==> config.mk <==
export PLATFORM = sky130hd
export DESIGN_NAME = masked_byte_pattern_scanner
export DESIGN_NICKNAME = d
export VERILOG_FILES = /design/src/rtl/core/mbps_pkg.sv /design/src/rtl/core/masked_byte_pattern_scanner.sv /design/src/rtl/core/mbps_cfg.sv /design/src/rtl/core/mbps_window.sv /design/src/rtl/core/mbps_match.sv /design/src/rtl/core/mbps_out.sv
export VERILOG_INCLUDE_DIRS = /design/src /design/src/rtl/core
export SDC_FILE = /design/constraint.sdc
export NUM_CORES = 2
export LEC_CHECK = 0
export ABC_AREA = 1
export ABC_CLOCK_PERIOD_IN_PS = 14000
export BUFFER_PORTS_ARGS = -buffer_cell sky130_fd_sc_hd__buf_2
export CORE_MARGIN = 2
export CORE_UTILIZATION = 40
export DETAILED_ROUTE_END_ITERATION = 10
export GPL_TIMING_DRIVEN = 0
export PLACE_DENSITY_LB_ADDON = 0.12
export SETUP_SLACK_MARGIN = 0.02
export SLEW_MARGIN = 20
export SYNTH_ARGS = -nofsm -noshare
export SYNTH_HDL_FRONTEND = slang
export SYNTH_SLANG_ARGS = --single-unit
==> constraint.sdc <==
create_clock -name aclk -period 14 [get_ports aclk]
set_clock_uncertainty 0.1 [all_clocks]
set_input_delay 0.7 -clock aclk [delete_from_list [all_inputs] [get_ports aclk]]
set_output_delay 0.7 -clock aclk [all_outputs]
set_load 0.05 [all_outputs]
==> src/rtl/core/masked_byte_pattern_scanner_macros.svh <==
// Assertion macros for the masked byte pattern scanner.
// Included by the top level; depends on nothing else.
`ifndef MASKED_BYTE_PATTERN_SCANNER_MACROS_SVH
`define MASKED_BYTE_PATTERN_SCANNER_MACROS_SVH

// Same-cycle implication, disabled during reset
`define MBPS_ASSERT_NOW(label, clk, rstn, ante, cons, msg) \
    label: assert property (@(posedge clk) disable iff (!rstn) (ante) |-> (cons)) \
        else $error(msg);

// Next-cycle implication, disabled during reset
`define MBPS_ASSERT_NEXT(label, clk, rstn, ante, cons, msg) \
    label: assert property (@(posedge clk) disable iff (!rstn) (ante) |=> (cons)) \
        else $error(msg);

`endif

==> src/rtl/core/mbps_pkg.sv <==
// Shared sizes, register indexes and inter-module structs for the scanner.
// Used by every module of the masked byte pattern scanner; no dependencies.
package mbps_pkg;

    localparam int MAX_PATTERN_BYTES = 24;
    localparam int OFFSET_BITS       = 32;
    localparam int MATCH_OFFSET_W    = 32;
    localparam int LEN_BITS          = 5;
    localparam int CFG_WORD_W        = 64;
    localparam int CFG_WORDS         = 3;
    localparam int CFG_INDEX_W       = 3;

    // Register indexes on the configuration port
    localparam logic [CFG_INDEX_W-1:0] REG_PATTERN0 = 3'd0;
    localparam logic [CFG_INDEX_W-1:0] REG_PATTERN1 = 3'd1;
    localparam logic [CFG_INDEX_W-1:0] REG_PATTERN2 = 3'd2;
    localparam logic [CFG_INDEX_W-1:0] REG_MASK0    = 3'd3;
    localparam logic [CFG_INDEX_W-1:0] REG_MASK1    = 3'd4;
    localparam logic [CFG_INDEX_W-1:0] REG_MASK2    = 3'd5;
    localparam logic [CFG_INDEX_W-1:0] REG_LENGTH   = 3'd6;

    typedef logic [MAX_PATTERN_BYTES-1:0][7:0] byte_vec_t;
    typedef logic [CFG_WORDS-1:0][CFG_WORD_W-1:0] cfg_words_t;

    typedef struct packed {
        byte_vec_t           pattern;
        byte_vec_t           mask;
        logic [LEN_BITS-1:0] length;
    } cfg_t;

    // Window stage status: word held, last flag, saturated byte count
    typedef struct packed {
        logic                   valid;
        logic                   last;
        logic [OFFSET_BITS-1:0] seen;
    } win_stat_t;

    typedef struct packed {
        logic                      hit;
        logic [MATCH_OFFSET_W-1:0] offset;
    } match_t;

    typedef struct packed {
        logic take;
        logic produce;
        logic reported;
    } out_stat_t;

endpackage

==> src/rtl/core/masked_byte_pattern_scanner.sv <==
// Channel   Direction  Ports
// s_        in         s_valid s_ready s_data_byte s_last_byte
// m_        out        m_valid m_ready m_found m_match_offset
// cfg_      in         cfg_valid cfg_ready cfg_index cfg_data
//
// One byte per cycle while s_ready is high: a byte is shifted into the window
// register, compared against the pattern from that register, and any result
// lands in the output register. Reset (aresetn, synchronous, active low)
// clears the flags, the count and the config, not the data registers.
// A stalled result holds the compare stage; s_ready drops only while both
// the window stage and the output register are full and m_ready is low.
`include "masked_byte_pattern_scanner_macros.svh"

module masked_byte_pattern_scanner (
    input  logic                                  aclk,
    input  logic                                  aresetn,
    input  logic                                  s_valid,
    output logic                                  s_ready,
    input  logic [7:0]                            s_data_byte,
    input  logic                                  s_last_byte,
    output logic                                  m_valid,
    input  logic                                  m_ready,
    output logic                                  m_found,
    output logic [mbps_pkg::MATCH_OFFSET_W-1:0]   m_match_offset,
    input  logic                                  cfg_valid,
    output logic                                  cfg_ready,
    input  logic [mbps_pkg::CFG_INDEX_W-1:0]      cfg_index,
    input  logic [mbps_pkg::CFG_WORD_W-1:0]       cfg_data
);
    import mbps_pkg::*;

    cfg_t      cfg;
    byte_vec_t window;
    win_stat_t stat;
    match_t    match;
    out_stat_t ostat;

    mbps_cfg u_cfg (
        .aclk      (aclk),
        .aresetn   (aresetn),
        .cfg_valid (cfg_valid),
        .cfg_ready (cfg_ready),
        .cfg_index (cfg_index),
        .cfg_data  (cfg_data),
        .cfg       (cfg)
    );

    mbps_window u_window (
        .aclk        (aclk),
        .aresetn     (aresetn),
        .s_valid     (s_valid),
        .s_ready     (s_ready),
        .s_data_byte (s_data_byte),
        .s_last_byte (s_last_byte),
        .take        (ostat.take),
        .window      (window),
        .stat        (stat)
    );

    mbps_match u_match (
        .cfg    (cfg),
        .window (window),
        .seen   (stat.seen),
        .match  (match)
    );

    mbps_out u_out (
        .aclk           (aclk),
        .aresetn        (aresetn),
        .stat           (stat),
        .match          (match),
        .ostat          (ostat),
        .m_valid        (m_valid),
        .m_ready        (m_ready),
        .m_found        (m_found),
        .m_match_offset (m_match_offset)
    );

    // Checks
    `MBPS_ASSERT_NOW(a_miss_offset_zero, aclk, aresetn, m_valid && !m_found, m_match_offset == '0, "not-found result with nonzero offset")
    `MBPS_ASSERT_NEXT(a_stage_held, aclk, aresetn, stat.valid && !ostat.take, stat.valid, "window stage word lost while stalled")
    `MBPS_ASSERT_NEXT(a_reported_set, aclk, aresetn, ostat.produce && match.hit && !stat.last, ostat.reported, "match reported flag not set after found result")
    `MBPS_ASSERT_NOW(a_miss_on_last, aclk, aresetn, ostat.produce && !match.hit, stat.last, "not-found result on a byte that is not last")

endmodule

==> src/rtl/core/mbps_cfg.sv <==
// Configuration register file: pattern, mask and length registers.
// Depends on mbps_pkg.
module mbps_cfg (
    input  logic                             aclk,
    input  logic                             aresetn,
    input  logic                             cfg_valid,
    output logic                             cfg_ready,
    input  logic [mbps_pkg::CFG_INDEX_W-1:0] cfg_index,
    input  logic [mbps_pkg::CFG_WORD_W-1:0]  cfg_data,
    output mbps_pkg::cfg_t                   cfg
);
    import mbps_pkg::*;

    cfg_words_t          pattern_reg, pattern_next;
    cfg_words_t          mask_reg, mask_next;
    logic [LEN_BITS-1:0] length_reg, length_next;
    logic                wr_en;

    assign cfg_ready = 1'b1;
    assign wr_en     = cfg_valid && cfg_ready;

    // Decode the register index; unknown indexes are dropped
    always_comb begin
        pattern_next = pattern_reg;
        mask_next    = mask_reg;
        length_next  = length_reg;
        if (wr_en) begin
            case (cfg_index)
                REG_PATTERN0: pattern_next[0] = cfg_data;
                REG_PATTERN1: pattern_next[1] = cfg_data;
                REG_PATTERN2: pattern_next[2] = cfg_data;
                REG_MASK0:    mask_next[0]    = cfg_data;
                REG_MASK1:    mask_next[1]    = cfg_data;
                REG_MASK2:    mask_next[2]    = cfg_data;
                REG_LENGTH:   length_next     = cfg_data[LEN_BITS-1:0];
                default:      ;
            endcase
        end
    end

    always_ff @(posedge aclk) begin
        if (!aresetn) begin
            pattern_reg <= '0;
            mask_reg    <= '0;
            length_reg  <= '0;
        end else begin
            pattern_reg <= pattern_next;
            mask_reg    <= mask_next;
            length_reg  <= length_next;
        end
    end

    // Byte i of the pattern sits in bits 8i+7..8i of the concatenated words
    assign cfg.pattern = byte_vec_t'(pattern_reg);
    assign cfg.mask    = byte_vec_t'(mask_reg);
    assign cfg.length  = length_reg;

endmodule

==> src/rtl/core/mbps_window.sv <==
// Input stage: byte window shift line, saturating byte count and last flag.
// Depends on mbps_pkg.
module mbps_window (
    input  logic                aclk,
    input  logic                aresetn,
    input  logic                s_valid,
    output logic                s_ready,
    input  logic [7:0]          s_data_byte,
    input  logic                s_last_byte,
    input  logic                take,
    output mbps_pkg::byte_vec_t window,
    output mbps_pkg::win_stat_t stat
);
    import mbps_pkg::*;

    localparam logic [OFFSET_BITS-1:0] COUNT_MAX = {OFFSET_BITS{1'b1}};

    byte_vec_t              window_reg, window_next;
    logic [OFFSET_BITS-1:0] seen_reg, seen_next;
    logic                   last_reg, last_next;
    logic                   valid_reg, valid_next;
    logic                   accept;

    // Take a word when the stage is empty or is draining this cycle
    assign s_ready = !valid_reg || take;
    assign accept  = s_valid && s_ready;

    // Shift the new byte in at the top; restart the count after a last byte.
    // Slots older than the count are never compared, so no clearing is needed.
    always_comb begin
        window_next = window_reg;
        seen_next   = seen_reg;
        last_next   = last_reg;
        valid_next  = valid_reg;
        if (accept) begin
            window_next = {s_data_byte, window_reg[MAX_PATTERN_BYTES-1:1]};
            if (last_reg) begin
                seen_next = OFFSET_BITS'(1);
            end else if (seen_reg != COUNT_MAX) begin
                seen_next = seen_reg + OFFSET_BITS'(1);
            end
            last_next  = s_last_byte;
            valid_next = 1'b1;
        end else if (take) begin
            valid_next = 1'b0;
        end
    end

    always_ff @(posedge aclk) begin
        window_reg <= window_next;
        if (!aresetn) begin
            seen_reg  <= '0;
            last_reg  <= 1'b0;
            valid_reg <= 1'b0;
        end else begin
            seen_reg  <= seen_next;
            last_reg  <= last_next;
            valid_reg <= valid_next;
        end
    end

    assign window     = window_reg;
    assign stat.valid = valid_reg;
    assign stat.last  = last_reg;
    assign stat.seen  = seen_reg;

endmodule

==> src/rtl/core/mbps_match.sv <==
// Parallel masked compare of the byte window against the pattern.
// Depends on mbps_pkg.
module mbps_match (
    input  mbps_pkg::cfg_t                          cfg,
    input  mbps_pkg::byte_vec_t                     window,
    input  logic [mbps_pkg::OFFSET_BITS-1:0]        seen,
    output mbps_pkg::match_t                        match
);
    import mbps_pkg::*;

    logic                   len_ok;
    logic                   seen_ok;
    logic                   all_ok;
    logic                   pre_anchor;
    logic [OFFSET_BITS-1:0] start;

    // The window tail of length bytes lines up with pattern bytes 0..length-1
    always_comb begin
        logic [LEN_BITS-1:0] slot;
        logic [7:0]          b;
        logic [7:0]          m;
        logic [7:0]          p;
        logic                in_use;
        all_ok     = 1'b1;
        pre_anchor = 1'b1;
        for (int i = 0; i < MAX_PATTERN_BYTES; i++) begin
            slot   = LEN_BITS'(MAX_PATTERN_BYTES) - cfg.length + LEN_BITS'(i);
            b      = (slot < LEN_BITS'(MAX_PATTERN_BYTES)) ? window[slot] : 8'h00;
            m      = cfg.mask[i];
            p      = cfg.pattern[i];
            in_use = LEN_BITS'(i) < cfg.length;
            if (in_use && pre_anchor && (m != 8'h00)) begin
                // anchor byte: exact and masked compare
                all_ok     = all_ok && (b == p) && ((b & m) == p);
                pre_anchor = 1'b0;
            end else if (in_use && !pre_anchor) begin
                all_ok = all_ok && ((b & m) == p);
            end
        end
    end

    assign len_ok  = (cfg.length != '0) && (cfg.length <= LEN_BITS'(MAX_PATTERN_BYTES));
    assign seen_ok = seen >= OFFSET_BITS'(cfg.length);
    assign start   = seen - OFFSET_BITS'(cfg.length);

    assign match.hit    = len_ok && seen_ok && !pre_anchor && all_ok;
    assign match.offset = MATCH_OFFSET_W'(start);

endmodule

==> src/rtl/core/mbps_out.sv <==
// Result register, reported flag and the drain decision for the input stage.
// Depends on mbps_pkg.
module mbps_out (
    input  logic                                  aclk,
    input  logic                                  aresetn,
    input  mbps_pkg::win_stat_t                   stat,
    input  mbps_pkg::match_t                      match,
    output mbps_pkg::out_stat_t                   ostat,
    output logic                                  m_valid,
    input  logic                                  m_ready,
    output logic                                  m_found,
    output logic [mbps_pkg::MATCH_OFFSET_W-1:0]   m_match_offset
);
    import mbps_pkg::*;

    logic                      valid_reg, valid_next;
    logic                      found_reg, found_next;
    logic [MATCH_OFFSET_W-1:0] offset_reg, offset_next;
    logic                      reported_reg, reported_next;
    logic                      take;
    logic                      hit;
    logic                      miss;
    logic                      produce;

    // Drain the window stage when the result register is free or leaving
    assign take    = stat.valid && (!valid_reg || m_ready);
    assign hit     = !reported_reg && match.hit;
    assign miss    = stat.last && !reported_reg && !match.hit;
    assign produce = take && (hit || miss);

    always_comb begin
        valid_next    = valid_reg;
        found_next    = found_reg;
        offset_next   = offset_reg;
        reported_next = reported_reg;
        if (valid_reg && m_ready) begin
            valid_next = 1'b0;
        end
        if (produce) begin
            valid_next  = 1'b1;
            found_next  = hit;
            offset_next = hit ? match.offset : '0;
        end
        // Re-arm after the last byte, else hold once a match is out
        if (take) begin
            if (stat.last) begin
                reported_next = 1'b0;
            end else if (hit) begin
                reported_next = 1'b1;
            end
        end
    end

    always_ff @(posedge aclk) begin
        found_reg  <= found_next;
        offset_reg <= offset_next;
        if (!aresetn) begin
            valid_reg    <= 1'b0;
            reported_reg <= 1'b0;
        end else begin
            valid_reg    <= valid_next;
            reported_reg <= reported_next;
        end
    end

    assign m_valid        = valid_reg;
    assign m_found        = found_reg;
    assign m_match_offset = offset_reg;

    assign ostat.take     = take;
    assign ostat.produce  = produce;
    assign ostat.reported = reported_reg;

endmodule
==> run_results.csv <==
group,metric,value,unit
run_status,status,"complete, no violations",
run,drv_cap,0,
timing,relSlewSlack,7.89,%
grt,use_met3,14.7,%
layout,largest_reg_flops,384,
synth,synthArstFlopShare,0,%
timing,finalMaxSlewViolations,0,
layout,fillers,11600,
worst_hold_path,hold_class,"in2reg",
synth,synth-edff-count,225,
cts,ctsRootBufferMaster,"clkbuf_16",
placed_design,dp_hpwl,205000,um
grt,grtUsageMet1,57.4,%
cts,post_cts_buffers,0,
synth,syn_area_per_cell,6.22,um^2
placed_design,post_dp_cell_area,46300,um^2
grt,grt.busiest_layer,"met2",
cts,clk-insertion-delay-late,0.70,ns
grt,grt_pass1_wl,348000,um
routing,viasPerCell,5.93,
pwr,ir_worst_vdd,0.149,mV
die,die_x,335,um
grt,grt-ovfl-total,0,
routing,routedWlPerCell,29.2,um
grt,grt_max_degree,77,
pwr,p_total,6.55,mW
cts,h-tree-depth,3,
synth,ys.flop_type,"dfxtp_1",
layout,area_delta_synth_final,12.0,%
grt,antenna_found_initial,26,
routing,drc,0,
worst_setup_path,cp.required,14.22,ns
grt,first_global_vias,46300,
grt,met2_usage,62.6,%
worst_setup_path,critical_path.most_common_cell,"nand2_1",
worst_setup_path,cpMaxStageDelayCell,"clkinv_1",
placed_design,port_buffers,114,
timing,fin_crit_sh,77.9,%
layout,design_area,49100,um^2
timing,finalCriticalPeriod,10.90,ns
layout,finalNonFillerCells,8747,
cts,ctsHoldBuffers,0,
die,initial_core_util,40.3,%
die,die-area,112000,um^2
timing,fin_setup_tns,0,ns
cts,cts_resized,0,
timing,worstMarginPinSlew,1.38,ns
worst_setup_path,cp-end-kind,"flop",
synth,synth_sequential_area_ratio,34.8,%
grt,grt_usage,44.1,%
layout,final_util,45.1,%
routing,via_count,51900,
synth,synth_area,43800,um^2
pwr,power_density,133,nW/um^2
cts,cts_tree,"done",
synth,yosys.area.top_type,"nand2_1",
timing,fin_hold_ws,0.0863,ns
routing,drt_iter0_markers,8066,
timing,hold_viol_final,0,
routing,wl,255000,um
synth,syn_nets,7145,
worst_setup_path,r2r_setup_slack,3.10,ns
die,coreArea,109000,um^2
worst_setup_path,arrival,11.12,ns
die,ios,117,
worst_setup_path,worst-path-max-fanout,33,
synth,synth_top_area_share,22.7,%
routing,drt_first_pass_iters,8,
placed_design,place_inst,8583,
synth,postSynthCellCount,7050,
timing,finalSetupViolations,0,
placed_design,place_ws,3.51,ns
worst_setup_path,startpoint_type,"flop",
worst_setup_path,max_stage_delay,1.02,ns
synth,ys_types,59,
cts,cts_buffers,80,
placed_design,gp_congestion,1.09,
pwr,leakagePower,22.6,nW
synth,synth-seq-cells,650,
timing,grt_setup_unrepaired,"no",
layout,drive_above_1_share,6.93,%
timing,fmax,91.7,MHz
cts,clockBufferDepth,3,
worst_setup_path,criticalPathCategory,"reg2reg",
timing,setup_slack,3.10,ns
layout,nNetsFinal,7346,
routing,ant_nets,0,
die,rows,121,
cts,path_clk_slew,0.07,ns
die,die_h,335,um
cts,clock-sinks,650,
synth,yosys-top-cells-area,"nand2_1 23%, dfxtp_1 19%, edfxtp_1 15%",
synth,yosys_warnings,0,
==> metal layers <==
layer  part of all wire, %  wire length, um  up-vias
li1                      -                -    23600
met1                    40           102000    24500
met2                    40           101000     3123
met3                    13            33000      645
met4                   7.2            18400       26
met5                  0.13              331        -
==> path summary, 6_finish.rpt <==
| path | from | depth (start not counted) | to |
|---|---|---|---|
| setup / recovery | u_cfg.length_reg[0]$_SDFFE_PN0P_ | 35 | u_out.m_match_offset[21]$_SDFFCE_PN0P_ |
| hold / removal | s_data_byte[1] | 1 | u_window.window[185]$_DFFE_PP_ |
| setup reg to reg | u_cfg.length_reg[0]$_SDFFE_PN0P_ | 35 | u_out.m_match_offset[21]$_SDFFCE_PN0P_ |
| hold reg to reg | u_window.seen_reg[4]$_SDFFE_PN0P_ | 2 | u_window.seen_reg[4]$_SDFFE_PN0P_ |
==> kinds of logic after synthesis <==
family                   after synthesis  share of synthesized area (%)
XOR/XNOR                             133                           2.67
buffers and inverters                805                           7.81
adder cells (fa/ha/maj)               14                          0.417
AND/OR/NAND/NOR                     4554                           43.6
AO/OA/AOI/OAI                        893                           10.6
other                                  1                        0.00855
flip-flops                           650                           34.8
==> Yosys cell counts, drive strengths merged (4+ instances only) <==
master  instances
clkinv          4
buf           173
clkbuf        170
xor2          124
a21oi         285
nor3           33
inv           458
a31oi           9
dfxtp         425
nor4           50
o22ai          43
ha             13
or2             7
o211ai          8
nor2          674
a22oi           4
o21ai         526
nand2        2688
or4             5
edfxtp        225
nand4         118
nand3         973
xnor2           9
a211oi          6
==> report_power, final <==
group / internal (mW) / switching (mW) / total [mW]
sequential: 2.04 / 0.0740 / 2.11
combinational: 0.496 / 1.69 / 2.18
clock: 1.30 / 0.954 / 2.25
==> placed cells by master, fill, tap and decap left out, types with 5 or more instances in the layout <==
cell type     n
dfxtp_1     425
buf_2       206
bufinv_16    11
nor4_1       50
buf_6        21
buf_1        22
nand4_1     114
xnor2_1       9
xor2_1      123
nor2_2       21
inv_1       445
a21oi_1     277
nand3_1     967
o211ai_1      7
or4_1         5
o21ai_1      44
edfxtp_1    225
o21ai_0     477
a31oi_1       9
or2_2         6
nand2_1    2656
nor3_1       30
buf_4        38
nand3_2       6
a21oi_2       8
clkbuf_2     11
inv_2        10
a211oi_1      6
clkinv_2     16
clkbuf_1    178
clkinv_1     13
nor2_1      647
nand2_2      28
diode_2      16
o22ai_1      43
ha_1         13
clkbuf_16    81
==> area by class of cell <==
class / count / area [um^2] / share of cell area (%)
antenna: 16 / 40.0 / 0.0815
buffer: 343 / 1700 / 3.46
clock buffer: 101 / 2140 / 4.37
clock inverter: 47 / 611 / 1.24
inverter: 462 / 1750 / 3.56
multi-input combinational: 5595 / 25200 / 51.3
sequential: 650 / 15300 / 31.1
tap: 1414 / 1770 / 3.60
timing repair buffer: 119 / 656 / 1.34
==> critical path: cells and delay by family (launching register included) <==
kind / cells / cell delay, ns
DFF: 1 / 0.41
adders and majority gates: 2 / 0.53
buffers and inverters: 13 / 5.52
AOI/OAI and AO/OA: 1 / 0.97
and+or+nand+nor: 19 / 2.88
(Power assumes the default switching activity.)
